**src/rtl/core/utf8_sanitizer_replace_invalid_assert.svh**
```systemverilog
// assertion helpers included by u8s_back of the sanitizer rtl
`ifndef UTF8_SANITIZER_REPLACE_INVALID_ASSERT_SVH
`define UTF8_SANITIZER_REPLACE_INVALID_ASSERT_SVH
`ifndef ASSERT_OFF
// antecedent in a cycle implies consequent in the same cycle
`define U8S_ASSERT_IMPL(lbl, ante, cons, msg) \
  lbl: assert property (@(posedge clk) disable iff (rst) (ante) |-> (cons)) else $error(msg);
// antecedent in a cycle implies consequent in the next cycle
`define U8S_ASSERT_NEXT(lbl, ante, cons, msg) \
  lbl: assert property (@(posedge clk) disable iff (rst) (ante) |=> (cons)) else $error(msg);
`else
`define U8S_ASSERT_IMPL(lbl, ante, cons, msg)
`define U8S_ASSERT_NEXT(lbl, ante, cons, msg)
`endif
`endif

```
**src/rtl/core/u8s_pkg.sv**
```systemverilog
`default_nettype none
package u8s_pkg;

  localparam int QUEUE_DEPTH_DEF = 2;

  // byte class as seen at a lead position
  typedef enum logic [2:0] {
    CLS_ASCII,
    CLS_LEAD2,
    CLS_LEAD3,
    CLS_LEAD4,
    CLS_INVALID
  } cls_t;

  typedef struct packed {
    logic [7:0] data;
    logic       last;
    cls_t       cls;
  } qent_t;

  typedef enum logic [1:0] {
    ST_IDLE,
    ST_SCAN,
    ST_EMIT
  } state_t;

endpackage
`default_nettype wire

```
**src/rtl/core/u8s_if.sv**
```systemverilog
`default_nettype none
interface u8s_in_if;
  logic       valid;
  logic       ready;
  logic [7:0] in_byte;
  logic       message_last;

  modport source (output valid, output in_byte, output message_last, input ready);
  modport sink (input valid, input in_byte, input message_last, output ready);
endinterface

interface u8s_out_if;
  logic       valid;
  logic       ready;
  logic [7:0] out_byte;
  logic       run_end;
  logic       message_end;

  modport source (output valid, output out_byte, output run_end, output message_end,
                  input ready);
  modport sink (input valid, input out_byte, input run_end, input message_end,
                output ready);
endinterface
`default_nettype wire

```
**src/rtl/core/u8s_fifo.sv**
```systemverilog
`default_nettype none
module u8s_fifo #(
  parameter int DEPTH = u8s_pkg::QUEUE_DEPTH_DEF
) (
  input  logic           clk,
  input  logic           rst,
  input  logic           push,
  input  u8s_pkg::qent_t push_data,
  output logic           full,
  input  logic           pop,
  output u8s_pkg::qent_t pop_data,
  output logic           empty
);

  localparam int AW = (DEPTH > 1) ? $clog2(DEPTH) : 1;
  localparam int CW = $clog2(DEPTH + 1);

  u8s_pkg::qent_t mem [DEPTH];
  logic [AW-1:0]  wr_ptr;
  logic [AW-1:0]  rd_ptr;
  logic [CW-1:0]  count;

  assign full     = (count == CW'(DEPTH));
  assign empty    = (count == '0);
  assign pop_data = mem[rd_ptr];

  always_ff @(posedge clk) begin
    if (push) begin
      mem[wr_ptr] <= push_data;
    end
  end

  always_ff @(posedge clk) begin
    if (rst) begin
      wr_ptr <= '0;
      rd_ptr <= '0;
      count  <= '0;
    end else begin
      if (push) begin
        wr_ptr <= (wr_ptr == AW'(DEPTH - 1)) ? '0 : wr_ptr + AW'(1);
      end
      if (pop) begin
        rd_ptr <= (rd_ptr == AW'(DEPTH - 1)) ? '0 : rd_ptr + AW'(1);
      end
      case ({push, pop})
        2'b10:   count <= count + CW'(1);
        2'b01:   count <= count - CW'(1);
        default: count <= count;
      endcase
    end
  end

endmodule
`default_nettype wire

```
**src/rtl/core/u8s_front.sv**
```systemverilog
`default_nettype none
module u8s_front #(
  parameter int DEPTH = u8s_pkg::QUEUE_DEPTH_DEF
) (
  input  logic           clk,
  input  logic           rst,
  u8s_in_if.sink         inbound,
  input  logic           q_pop,
  output u8s_pkg::qent_t q_data,
  output logic           q_avail
);

  function automatic u8s_pkg::cls_t classify(input logic [7:0] b);
    u8s_pkg::cls_t c;
    if (!b[7]) begin
      c = u8s_pkg::CLS_ASCII;
    end else if ((b & 8'hE0) == 8'hC0) begin
      c = u8s_pkg::CLS_LEAD2;
    end else if ((b & 8'hF0) == 8'hE0) begin
      c = u8s_pkg::CLS_LEAD3;
    end else if ((b & 8'hF8) == 8'hF0) begin
      c = u8s_pkg::CLS_LEAD4;
    end else begin
      c = u8s_pkg::CLS_INVALID;
    end
    return c;
  endfunction

  logic           full;
  logic           empty;
  logic           push;
  u8s_pkg::qent_t push_data;

  assign inbound.ready  = !full;
  assign push           = inbound.valid && !full;
  assign push_data.data = inbound.in_byte;
  assign push_data.last = inbound.message_last;
  assign push_data.cls  = classify(inbound.in_byte);
  assign q_avail        = !empty;

  u8s_fifo #(
    .DEPTH (DEPTH)
  ) u_queue (
    .clk       (clk),
    .rst       (rst),
    .push      (push),
    .push_data (push_data),
    .full      (full),
    .pop       (q_pop),
    .pop_data  (q_data),
    .empty     (empty)
  );

endmodule
`default_nettype wire

```
**src/rtl/core/u8s_back.sv**
```systemverilog
`default_nettype none
`include "utf8_sanitizer_replace_invalid_assert.svh"
module u8s_back (
  input  logic           clk,
  input  logic           rst,
  input  logic           q_avail,
  input  u8s_pkg::qent_t q_data,
  output logic           q_pop,
  u8s_out_if.source      outbound
);

  localparam logic [7:0] REPL_B0 = 8'hEF;
  localparam logic [7:0] REPL_B1 = 8'hBF;
  localparam logic [7:0] REPL_B2 = 8'hBD;

  function automatic logic [2:0] cls_need(input u8s_pkg::cls_t c);
    logic [2:0] n;
    unique case (c)
      u8s_pkg::CLS_LEAD2: n = 3'd2;
      u8s_pkg::CLS_LEAD3: n = 3'd3;
      u8s_pkg::CLS_LEAD4: n = 3'd4;
      default:            n = 3'd0;
    endcase
    return n;
  endfunction

  function automatic logic seq_ok(input logic [7:0] b0, input logic [7:0] b1,
                                  input logic [7:0] b2, input logic [7:0] b3,
                                  input logic [2:0] need);
    logic [20:0] cp;
    logic        c1;
    logic        c2;
    logic        c3;
    logic        ok;
    c1 = (b1[7:6] == 2'b10);
    c2 = (b2[7:6] == 2'b10);
    c3 = (b3[7:6] == 2'b10);
    case (need)
      3'd2: begin
        cp = {10'd0, b0[4:0], b1[5:0]};
        ok = c1 && (cp >= 21'h80);
      end
      3'd3: begin
        cp = {5'd0, b0[3:0], b1[5:0], b2[5:0]};
        ok = c1 && c2 && (cp >= 21'h800) && !((cp >= 21'hD800) && (cp <= 21'hDFFF));
      end
      3'd4: begin
        cp = {b0[2:0], b1[5:0], b2[5:0], b3[5:0]};
        ok = c1 && c2 && c3 && (cp >= 21'h10000) && (cp <= 21'h10FFFF);
      end
      default: begin
        cp = '0;
        ok = 1'b0;
      end
    endcase
    return ok;
  endfunction

  u8s_pkg::state_t state;
  u8s_pkg::state_t state_next;

  // scan window: held bytes plus the newest one
  logic [7:0]      win [4];
  u8s_pkg::cls_t   win_cls [4];
  logic [2:0]      win_cnt;
  logic            win_last;

  // bytes of the action being sent
  logic [7:0]      ebuf [4];
  logic [2:0]      e_len;
  logic [1:0]      e_idx;
  logic            e_done;

  logic            o_valid;
  logic [7:0]      o_byte;
  logic            o_run;
  logic            o_msg;

  // scan decision
  logic [2:0]      need0;
  logic            is_ascii;
  logic            hold;
  logic            take_seq;
  logic [2:0]      consume;
  logic [2:0]      rem;
  logic [7:0]      sh [4];
  u8s_pkg::cls_t   sh_cls [4];
  logic [2:0]      need_after;
  logic            done;

  logic            out_free;
  logic            emit_fire;
  logic            last_emit;

  always_comb begin
    logic [2:0] idx;
    idx      = '0;
    need0    = cls_need(win_cls[0]);
    is_ascii = (win_cls[0] == u8s_pkg::CLS_ASCII);
    hold     = (need0 != 3'd0) && (need0 > win_cnt) && !win_last;
    take_seq = is_ascii ||
               ((need0 != 3'd0) && (need0 <= win_cnt) &&
                seq_ok(win[0], win[1], win[2], win[3], need0));
    consume  = is_ascii ? 3'd1 : (take_seq ? need0 : 3'd1);
    rem      = win_cnt - consume;
    for (int i = 0; i < 4; i++) begin
      idx = 3'(i) + consume;
      if (idx < 3'd4) begin
        sh[i]     = win[idx[1:0]];
        sh_cls[i] = win_cls[idx[1:0]];
      end else begin
        sh[i]     = win[i];
        sh_cls[i] = win_cls[i];
      end
    end
    // the item is finished once nothing is left or the rest must wait
    need_after = cls_need(sh_cls[0]);
    done = (rem == 3'd0) ||
           (!win_last && (need_after != 3'd0) && (need_after > rem));
  end

  assign out_free  = !o_valid || outbound.ready;
  assign last_emit = ({1'b0, e_idx} == (e_len - 3'd1));

  always_comb begin
    state_next = state;
    unique case (state)
      u8s_pkg::ST_IDLE: begin
        if (q_avail) begin
          state_next = u8s_pkg::ST_SCAN;
        end
      end
      u8s_pkg::ST_SCAN: begin
        state_next = hold ? u8s_pkg::ST_IDLE : u8s_pkg::ST_EMIT;
      end
      u8s_pkg::ST_EMIT: begin
        if (out_free && last_emit) begin
          state_next = e_done ? u8s_pkg::ST_IDLE : u8s_pkg::ST_SCAN;
        end
      end
      default: state_next = u8s_pkg::ST_IDLE;
    endcase
  end

  always_comb begin
    q_pop     = 1'b0;
    emit_fire = 1'b0;
    unique case (state)
      u8s_pkg::ST_IDLE: q_pop     = q_avail;
      u8s_pkg::ST_SCAN: q_pop     = 1'b0;
      u8s_pkg::ST_EMIT: emit_fire = out_free;
      default: begin
        q_pop     = 1'b0;
        emit_fire = 1'b0;
      end
    endcase
  end

  always_ff @(posedge clk) begin
    if (rst) begin
      state    <= u8s_pkg::ST_IDLE;
      win_cnt  <= '0;
      win_last <= 1'b0;
      o_valid  <= 1'b0;
      e_idx    <= '0;
    end else begin
      state <= state_next;
      if (q_pop) begin
        win[win_cnt[1:0]]     <= q_data.data;
        win_cls[win_cnt[1:0]] <= q_data.cls;
        win_cnt               <= win_cnt + 3'd1;
        win_last              <= q_data.last;
      end
      if ((state == u8s_pkg::ST_SCAN) && !hold) begin
        win     <= sh;
        win_cls <= sh_cls;
        win_cnt <= rem;
        e_idx   <= '0;
        e_done  <= done;
        if (take_seq) begin
          ebuf  <= win;
          e_len <= consume;
        end else begin
          ebuf[0] <= REPL_B0;
          ebuf[1] <= REPL_B1;
          ebuf[2] <= REPL_B2;
          ebuf[3] <= REPL_B2;
          e_len   <= 3'd3;
        end
      end
      if (emit_fire) begin
        o_valid <= 1'b1;
        o_byte  <= ebuf[e_idx];
        o_run   <= last_emit && e_done;
        o_msg   <= last_emit && e_done && win_last;
        e_idx   <= e_idx + 2'd1;
      end else if (outbound.ready) begin
        o_valid <= 1'b0;
      end
    end
  end

  assign outbound.valid       = o_valid;
  assign outbound.out_byte    = o_byte;
  assign outbound.run_end     = o_run;
  assign outbound.message_end = o_msg;

  `U8S_ASSERT_IMPL(a_idle_room, state == u8s_pkg::ST_IDLE, win_cnt <= 3'd3, "window overfull while idle")
  `U8S_ASSERT_IMPL(a_held_not_last, (state == u8s_pkg::ST_IDLE) && (win_cnt != 3'd0), !win_last, "bytes held past end of message")
  `U8S_ASSERT_IMPL(a_msg_ends_run, o_valid && o_msg, o_run, "message end without run end")
  `U8S_ASSERT_NEXT(a_msg_flushes, emit_fire && last_emit && e_done && win_last, (state == u8s_pkg::ST_IDLE) && (win_cnt == 3'd0), "store not empty after message end")

endmodule
`default_nettype wire

```
**src/rtl/core/utf8_sanitizer_replace_invalid.sv**
```systemverilog
`default_nettype none
// utf8 sanitizer: passes well-formed utf-8 through and puts EF BF BD in place
// of the lead byte of each rejected sequence
// inbound: one raw byte per item with message_last marking the message end
// outbound: one output byte per item; run_end flags the last byte caused by
// an input item, message_end the final byte of the message
// a small queue takes input items while the scan engine is busy; the engine
// pops an item when idle, makes a scan decision and then sends the output
// bytes one at a time, and takes no new item until they are sent; a plain
// ascii byte gives one output byte, a byte that completes an n-byte sequence
// gives n and a rejected byte gives the three replacement bytes
// the bytes of an unfinished sequence are held (up to three) and give no
// output until the sequence completes, fails or the message ends
// reset empties the queue, the held bytes and the output register
// when the receiver stalls the output register holds its item, the engine
// waits, and the queue fills before inbound ready drops
module utf8_sanitizer_replace_invalid #(
  parameter int QUEUE_DEPTH = u8s_pkg::QUEUE_DEPTH_DEF
) (
  input  logic      clk,
  input  logic      rst,
  u8s_in_if.sink    inbound,
  u8s_out_if.source outbound
);

  u8s_pkg::qent_t q_data;
  logic           q_avail;
  logic           q_pop;

  u8s_front #(
    .DEPTH (QUEUE_DEPTH)
  ) u_front (
    .clk     (clk),
    .rst     (rst),
    .inbound (inbound),
    .q_pop   (q_pop),
    .q_data  (q_data),
    .q_avail (q_avail)
  );

  u8s_back u_back (
    .clk      (clk),
    .rst      (rst),
    .q_avail  (q_avail),
    .q_data   (q_data),
    .q_pop    (q_pop),
    .outbound (outbound)
  );

endmodule
`default_nettype wire

```
**src/flat_wrapper.sv**
```systemverilog
// flat-port wrapper written by rule: the top's interface ports become plain ports
module utf8_sanitizer_replace_invalid_flat 
#(
  parameter int QUEUE_DEPTH = u8s_pkg::QUEUE_DEPTH_DEF
)
  (clk, rst, inbound_valid, inbound_in_byte, inbound_message_last, inbound_ready, outbound_valid, outbound_out_byte, outbound_run_end, outbound_message_end, outbound_ready);
  u8s_in_if inbound_i ();
  u8s_out_if outbound_i ();
  input  logic clk;
  input  logic rst;
  input wire logic [$bits(inbound_i.valid)-1:0] inbound_valid;
  input wire logic [$bits(inbound_i.in_byte)-1:0] inbound_in_byte;
  input wire logic [$bits(inbound_i.message_last)-1:0] inbound_message_last;
  output wire logic [$bits(inbound_i.ready)-1:0] inbound_ready;
  output wire logic [$bits(outbound_i.valid)-1:0] outbound_valid;
  output wire logic [$bits(outbound_i.out_byte)-1:0] outbound_out_byte;
  output wire logic [$bits(outbound_i.run_end)-1:0] outbound_run_end;
  output wire logic [$bits(outbound_i.message_end)-1:0] outbound_message_end;
  input wire logic [$bits(outbound_i.ready)-1:0] outbound_ready;
  assign inbound_i.valid = inbound_valid;
  assign inbound_i.in_byte = inbound_in_byte;
  assign inbound_i.message_last = inbound_message_last;
  assign inbound_ready = inbound_i.ready;
  assign outbound_valid = outbound_i.valid;
  assign outbound_out_byte = outbound_i.out_byte;
  assign outbound_run_end = outbound_i.run_end;
  assign outbound_message_end = outbound_i.message_end;
  assign outbound_i.ready = outbound_ready;
  utf8_sanitizer_replace_invalid #(.QUEUE_DEPTH(QUEUE_DEPTH)) u_core (.clk(clk), .rst(rst), .inbound(inbound_i), .outbound(outbound_i));
endmodule
```
**config.mk**
```make
export PLATFORM = sky130hd
export DESIGN_NAME = utf8_sanitizer_replace_invalid_flat
export DESIGN_NICKNAME = d
export VERILOG_FILES = /design/src/rtl/core/u8s_pkg.sv /design/src/rtl/core/u8s_if.sv /design/src/rtl/core/u8s_fifo.sv /design/src/rtl/core/u8s_front.sv /design/src/rtl/core/u8s_back.sv /design/src/rtl/core/utf8_sanitizer_replace_invalid.sv /design/src/flat_wrapper.sv
export VERILOG_INCLUDE_DIRS = /design/src /design/src/rtl/core
export SDC_FILE = /design/constraint.sdc
export NUM_CORES = 1
export LEC_CHECK = 0
export CORE_MARGIN = 3
export CORE_UTILIZATION = 64
export CTS_BUF_LIST = sky130_fd_sc_hd__clkbuf_16
export CTS_CLUSTER_DIAMETER = 80
export DETAILED_ROUTE_END_ITERATION = 12
export DONT_BUFFER_PORTS = 1
export PLACE_DENSITY = 0.83
export SYNTH_ARGS = -nofsm -noshare
export SYNTH_HDL_FRONTEND = slang
export SYNTH_HIERARCHICAL = 1
export SYNTH_SLANG_ARGS = --single-unit
```
**constraint.sdc**
```tcl
create_clock -name clk -period 6.95 [get_ports clk]
set_clock_uncertainty 0.1 [all_clocks]
set_input_delay 0.695 -clock clk [delete_from_list [all_inputs] [get_ports clk]]
set_output_delay 0.695 -clock clk [all_outputs]
set_load 0.01 [all_outputs]
```
==> results of run 1 <==
[kinds of logic after synthesis]
| kind of cell | Yosys count |
|---|---|
| and+or+nand+nor | 204 |
| AOI/OAI and AO/OA | 136 |
| DFF | 128 |
| buffers and inverters | 57 |
| muxes | 45 |
| adders and majority gates | 16 |
| xor gates and xnor gates | 13 |
[metal layers]
layer / vias up / share of wire [%] / wire length [um] / GRT usage [%]
met5: - / 0 / 0 / 0
met4: 0 / 3.5 / 635 / 12.3
met3: 67 / 10 / 1850 / 7.05
met2: 371 / 49 / 8810 / 50.3
met1: 2482 / 37 / 6750 / 41.5
li1: 2267 / - / - / -
[final cells by class]
class	count	area [sq um]
multi-input cells	414	3020
repair buffers	7	52.6
flip-flops and latches	128	3700
fillers	696	2770
clock buffers	17	425
inverters	22	82.6
well taps	136	170
clock inverters	15	184
[cell usage after synthesis (all sizes together) (2+ instances only)]
cell / instances
inv: 22
dfxtp: 14
nand4: 2
and2: 13
a211o: 2
buf: 13
a31o: 3
xor2: 2
a31oi: 5
o31ai: 13
a211oi: 7
a311oi: 3
nand3: 36
o21ai: 19
nand2b: 30
o221ai: 12
clkbuf: 22
a21boi: 2
o211ai: 2
xnor2: 11
nand2: 51
a21oi: 28
nor2: 32
nor3b: 4
o2bb2ai: 2
or3: 2
nor2b: 5
a21o: 9
a32oi: 2
edfxtp: 114
mux2i: 15
nand3b: 2
mux2: 15
or4: 2
ha: 15
and3: 19
nor3: 2
mux4: 15
a22oi: 4
o22ai: 13
[power groups by stage]
stage / registers [W] / clock network (W) / logic (W)
global route: 0.00131 / 0.000957 / 0.00160
detailed placement: 0.00130 / 0 / 0.00143
finish: 0.00129 / 0.000912 / 0.00149
CTS: 0.00128 / 0.000921 / 0.00145
floorplan: 0.00119 / 0 / 0.00112
global placement: 0.00128 / 0 / 0.00136
[worst register-to-register path, cell delays in order, from the launching register on]
cell and delay [ps]:
edfxtp_1 610, nor2b_1 410, nor2_1 120, nor2_1 110
ha_1 260, a211o_1 360, a211oi_2 600, nand2_2 410
ha_1 360, fa_1 380, xnor2_1 160, xnor2_1 280
ha_1 310, a311oi_1 300, nand3_1 110, o2bb2ai_1 160
[sequential cells by signal, summed over array words and instances (netlist names), 3 cells and up, named ones only]
register,flops
u_core/u_back/win_cls,12
u_core/u_back/ebuf,32
u_core/u_front/u_queue/mem,24
u_core/u_back/e_len,3
u_core/u_back/win,32
u_core/u_back/outbound.out_byte,8
u_core/u_back/win_cnt,3
[per-stage QoR]
stage	util (%)	hold WS [ps]	area (sq um)	cells	setup slack [ps]
6_report	73.4	250	7640	739	1760
3_5_place_dp	67.5	410	7030	707	1870
3_3_place_gp	67.5	373	7030	707	2120
5_1_grt	73.4	235	7640	739	1510
4_1_cts	73.4	239	7640	739	1870
2_1_floorplan	-	361	6930	599	2140
[worst min-delay path by stage]
stage | from | end | slack (ps) | cells after the start
after global routing | rst | u_core/u_front/u_queue/count[1]$_SDFFE_PP0P_ | 240 | 1
final | rst | u_core/u_front/u_queue/count[1]$_SDFFE_PP0P_ | 250 | 1
after floorplan | u_core/u_front/u_queue/count[1]$_SDFFE_PP0P_ | u_core/u_front/u_queue/count[1]$_SDFFE_PP0P_ | 360 | 2
after detailed placement | u_core/u_front/u_queue/count[1]$_SDFFE_PP0P_ | u_core/u_front/u_queue/count[1]$_SDFFE_PP0P_ | 410 | 2
after CTS | rst | u_core/u_front/u_queue/count[1]$_SDFFE_PP0P_ | 240 | 1
after global placement | u_core/u_front/u_queue/count[1]$_SDFFE_PP0P_ | u_core/u_front/u_queue/count[1]$_SDFFE_PP0P_ | 370 | 2
==> results.txt, run 1 <==
----------------------------------------------------
[Status]
  Status ... finished clean

[Synthesis]
  Simple-gate portion of the synthesized area ... 15.1%
  Most area-consuming cells after synthesis ... edfxtp_1, mux4_2, dfxtp_1
  Warning count from the yosys run ... 6
  Post-synthesis xor/xnor area fraction ... 1.64%
  Combinational family with the most area after synthesis ... simple AND/OR/NAND/NOR gates
  Predominant post-synthesis flop cell ... edfxtp_1
  Area fraction in compound gates after synthesis ... 14.0%
  Post-synthesis adder-cell area fraction ... 3.00%
  Post-synthesis average cell area ... 11.6 sq um
  Sequential cell area fraction in the yosys report ... 53.5%
  Count of flip-flops with a built-in enable after synthesis ... 114
  Library cells used by synthesis ... 64
  Number of synthesized register bits ... 128
  Number of instances in the synthesized netlist ... 599
  Area of the mapped netlist ... 6930 sq um
  Synth async-reset ratio ... 0%
  Fraction of synthesized area in multiplexers ... 9.48%
  Library cell occupying the most area in the post-synthesis netlist ... edfxtp_1
  Synth Net Count ... 628
  Share of the synthesized area in the top cell type ... 49.4%

[Global routing]
  Wire length of the first global-routing pass ... 27.7 mm
  Overall Global Routing Usage ... 31.3%
  Initial antenna violation count ... 0
  Largest net degree at the start of global routing ... 62
  Grt total ovfl ... 0
  Vias in the first global route ... 5067

[Place]
  Number of port buffers ... 0
  Gp weighted congestion ... 0.895
  HPWL after detailed placement ... 12.1 mm

[Worst setup path]
  FF-to-FF End ... u_core/u_back/e_done$_DFFE_PP_
  Maximum fanout count along the critical path ... 12
  Critical path endpoint ... u_core/u_back/e_done$_DFFE_PP_
  Gate family responsible for the most delay along the worst path ... compound AO/OA/AOI/OAI gates
  Buffers & Inverters on Critical Path ... 0
  Peak per-stage delay on the critical path ... 610 ps
  Worst reg2reg path depth ... 15
  Data arrival time of the worst path ... 5360 ps
  Path type of the worst setup path ... reg2reg
  CP startpoint kind ... flop
  Cell depth of the worst setup path ... 15
  Critical path's most frequent cell ... ha_1
  Slowest-stage cell, CP ... edfxtp_1
  Critical path, cell by cell ... nor2b_1 -> nor2_1 -> nor2_1 -> ha_1 -> a211o_1 -> a211oi_2 -> nand2_2 -> ha_1 -> fa_1 -> xnor2_1 -> xnor2_1 -> ha_1 -> a311oi_1 -> nand3_1 -> o2bb2ai_1
  R2r startpoint ... u_core/u_back/win_cls[10]$_DFFE_PP_
  Register-to-register path setup slack ... 1760 ps
  Worst setup path startpoint ... u_core/u_back/win_cls[10]$_DFFE_PP_
  Critical Path End Type ... flop
  Data required time of the critical path ... 7120 ps

[Clocking]
  H-tree depth ... 4
  Register clock-pin slew on the reported worst setup and hold paths ... 60 ps
  Buffer type at the clock tree root ... clkbuf_16
  Maximum root-to-sink buffer count ... 2
  Worst skew pair latency ... 410 ps
  Gates resized, CTS repair ... 0
  CTS tree ... yes
  Hold Buf Count CTS ... 0
  Clock buffers created by TritonCTS ... 17
  # Post-CTS Setup Buffers ... 0
  Clock sink count ... 128

[Job]
  Max cap viols ... 0

[Drt]
  Routed length per placed instance ... 24.4 um
  Initial drt markers ... 699
  DRT Wirelength ... 18.1 mm
  Drt via density ... 7.02
  Detailed-router iteration count before antenna repair ... 6
  Total via count in the routed design ... 5187
  Detailed-route DRC error count ... 0
  Count of antenna-violating nets left after detailed routing ... 0

[Final layout]
  Commonest non-fill, non-tap cell in the layout ... edfxtp_1
  Commonest cells after routing, fill and taps aside ... edfxtp_1, nand2_1, nand3_1, nor2_1, nand2b_1
  Fraction of final layout cells sized beyond drive strength 1 ... 13.9%
  Area growth from synthesis to layout ... 10.3%
  Final layout net count ... 619
  Count of antenna diodes in the layout ... 0

[STA]
  Max Freq ... 0.193 GHz
  Shortest period the worst path allows ... 5190 ps
  Number of setup violations in the final report ... 0
  Pin slew with the least headroom to its limit ... 1210 ps
  Final period utilization ... 74.7%
  Final hold viol count ... 0
  RSZ-0062 raised after global routing ... no
  Total Negative Setup Slacks ... 0 ps
  Worst max-slew margin expressed relative to the limit ... 19.2%
  Max-slew violation count ... 0

[Power]
  Share of total power consumed by net switching ... 39.7%
  Psw ... 0.00147 W
  Total power ... 0.00369 W
  Share of total power in sequential cells ... 34.9%
  Peak supply drop ... 258 uV
  Clk network pwr share ... 24.7%
  Design internal power ... 0.00223 W
  Comb power frac ... 40.4%
  Leakage Power ... 2.72 nW
  Power density of the placed cells ... 483 nW/um^2

[Min path]
  Worst hold path class ... in2reg

[Die]
  Die height ... 110 um
  Die outline area ... 12100 sq um
  Total I/O pin count ... 25
  Core region area ... 10400 sq um
  Row count ... 37
  Initial standard-cell utilization of the core ... 66.5%
  Horiz. Die Dim ... 110 um

----------------------------------------------------
(Power assumes the default switching activity.)
==> run 2: changes to the inputs <==
- clock period: 6.95 -> 4.8 ns (I/O delays scaled with it)
==> results.txt, run 2 (same netlist as run 1, synthesis figures left out) <==
----------------------------------------------------
[Status]
  Status ... finished clean

[Worst setup path]
  Critical Path End Type ... flop
  Path type of the worst setup path ... reg2reg
  CP startpoint kind ... flop
  Maximum fanout count along the critical path ... 10
  Data arrival time of the worst path ... 4510 ps
  Peak per-stage delay on the critical path ... 600 ps
  Critical path, cell by cell ... nor2b_1 -> buf_4 -> nor2_1 -> nor2_1 -> ha_1 -> a211o_1 -> a211oi_1 -> nand2_1 -> inv_1 -> fa_1 -> ha_1 -> a21o_1 -> a21oi_1 -> a311oi_1 -> nand3_1 -> o2bb2ai_1
  Slowest-stage cell, CP ... edfxtp_1
  Data required time of the critical path ... 4950 ps

[Clocking]
  H-tree depth ... 4
  Clock buffers created by TritonCTS ... 17
  Gates resized, CTS repair ... 0
  Maximum root-to-sink buffer count ... 2
  Buffer type at the clock tree root ... clkbuf_16
  Register clock-pin slew on the reported worst setup and hold paths ... 60 ps
  Clock sink count ... 128
  CTS tree ... yes
  Hold Buf Count CTS ... 0
  # Post-CTS Setup Buffers ... 0
  Worst skew pair latency ... 410 ps

[STA]
  Total Negative Setup Slacks ... 0 ps
  Final period utilization ... 90.7%
  RSZ-0062 raised after global routing ... no
  Final hold viol count ... 0
  Max-slew violation count ... 0
  Number of setup violations in the final report ... 0
  Pin slew with the least headroom to its limit ... 1240 ps
  Worst max-slew margin expressed relative to the limit ... 17.6%
  Max Freq ... 0.230 GHz
  Shortest period the worst path allows ... 4360 ps

[Die]
  Horiz. Die Dim ... 110 um
  Total I/O pin count ... 25
  Core region area ... 10400 sq um
  Row count ... 37
  Die outline area ... 12100 sq um
  Initial standard-cell utilization of the core ... 66.5%
  Die height ... 110 um

[Final layout]
  Filler instances ... 684
  Fraction of final layout cells sized beyond drive strength 1 ... 15.7%
  Area growth from synthesis to layout ... 11.9%
  Biggest regs ... u_core/u_back/ebuf: 32 flops, u_core/u_back/win: 32 flops, u_core/u_front/u_queue/mem: 24 flops
  Count of antenna diodes in the layout ... 0
  Final layout net count ... 633
  Commonest non-fill, non-tap cell in the layout ... edfxtp_1
  Commonest cells after routing, fill and taps aside ... edfxtp_1, nand2_1, nand3_1, nor2_1, nand2b_1

[Drt]
  Count of antenna-violating nets left after detailed routing ... 0
  DR top layer ... met4
  Drt via density ... 6.91
  M1 WL ... 6.88 mm
  Initial drt markers ... 822
  DR WL met2 ... 8.43 mm
  Detailed-router iteration count before antenna repair ... 5
  Routed length per placed instance ... 23.4 um
  WL met3 ... 1.77 mm
  Detailed-route DRC error count ... 0
  Total via count in the routed design ... 5204
  DRT Wirelength ... 17.6 mm

[Global routing]
  Initial antenna violation count ... 0
  Vias in the first global route ... 5121
  Wire length of the first global-routing pass ... 27.6 mm
  Largest net degree at the start of global routing ... 61
  Grt total ovfl ... 0
  Overall Global Routing Usage ... 31.1%

[Place]
  Number of port buffers ... 0
  HPWL after detailed placement ... 11.6 mm
  Gp weighted congestion ... 0.923

[Power]
  Total power ... 0.00542 W
  Leakage Power ... 2.80 nW
  Power density of the placed cells ... 700 nW/um^2
  Peak supply drop ... 376 uV

[Min path]
  Worst hold path class ... in2reg

[Job]
  Max cap viols ... 0

----------------------------------------------------
run 2: cell types whose count changed in the layout (fill, tap and decap cells not counted):
cell	delta
clkinvlp_4	-1
clkinv_2	-1
clkinv_1	+1
inv_8	+1
buf_4	+14
clkinv_4	+2
inv_6	-2
run 2: critical path, delay by kind of cell (launching register included):
| family | cells | cell delay [ps] |
|---|---|---|
| DFF | 1 | 600 |
| buffers and inverters | 2 | 360 |
| AOI/OAI and AO/OA | 6 | 1310 |
| adders and majority gates | 3 | 1130 |
| and+or+nand+nor | 5 | 700 |
run 2: final timing paths:
check / slack (ps) / endpoint / cells after the start / start
setup / recovery: 440 / u_core/u_back/e_done$_DFFE_PP_ / 16 / u_core/u_back/win_cls[9]$_DFFE_PP_
hold / removal: 30 / u_core/u_front/u_queue/count[1]$_SDFFE_PP0P_ / 1 / rst
setup reg to reg: 440 / u_core/u_back/e_done$_DFFE_PP_ / 16 / u_core/u_back/win_cls[9]$_DFFE_PP_
hold reg to reg: 400 / u_core/u_front/u_queue/count[1]$_SDFFE_PP0P_ / 2 / u_core/u_front/u_queue/count[1]$_SDFFE_PP0P_
run 2: per-layer routing:
metal | up-vias | global-route usage (%)
met5 | - | 0
met4 | 0 | 12.9
met3 | 65 | 6.12
met2 | 396 | 49.2
met1 | 2443 | 42.2
li1 | 2300 | -
run 2: final cells by class:
type	count	area (sq um)	area share, %
clock buffers	17	425	5.49
clock inverters	15	186	2.41
inverters	22	82.6	1.07
multi-input cells	414	3020	39.0
flip-flops and latches	128	3700	47.8
well taps	136	170	2.20
repair buffers	21	158	2.03
run 2: metrics by stage:
| stage | std cells | worst slack (ps) | hold slack [ps] | area (sq um) | utilization, % |
|---|---|---|---|---|---|
| floorplan | 599 | 421 | 361 | 6930 | - |
| global placement | 721 | 685 | 372 | 7140 | 68.5 |
| detailed placement | 721 | 511 | 404 | 7140 | 68.5 |
| CTS | 753 | 500 | 19.2 | 7750 | 74.4 |
| global route | 753 | 97.8 | 23.7 | 7750 | 74.4 |
| finish | 753 | 445 | 32.4 | 7750 | 74.4 |
run 2: power breakdown:
group | leakage, nW | internal (W) | switching [W]
Combinational | 1.35 | 0.000859 | 0.00139
Sequential | 1.15 | 0.00160 | 0.000245
Clock | 0.299 | 0.000825 | 0.000500
Total | 2.80 | 0.00328 | 0.00214
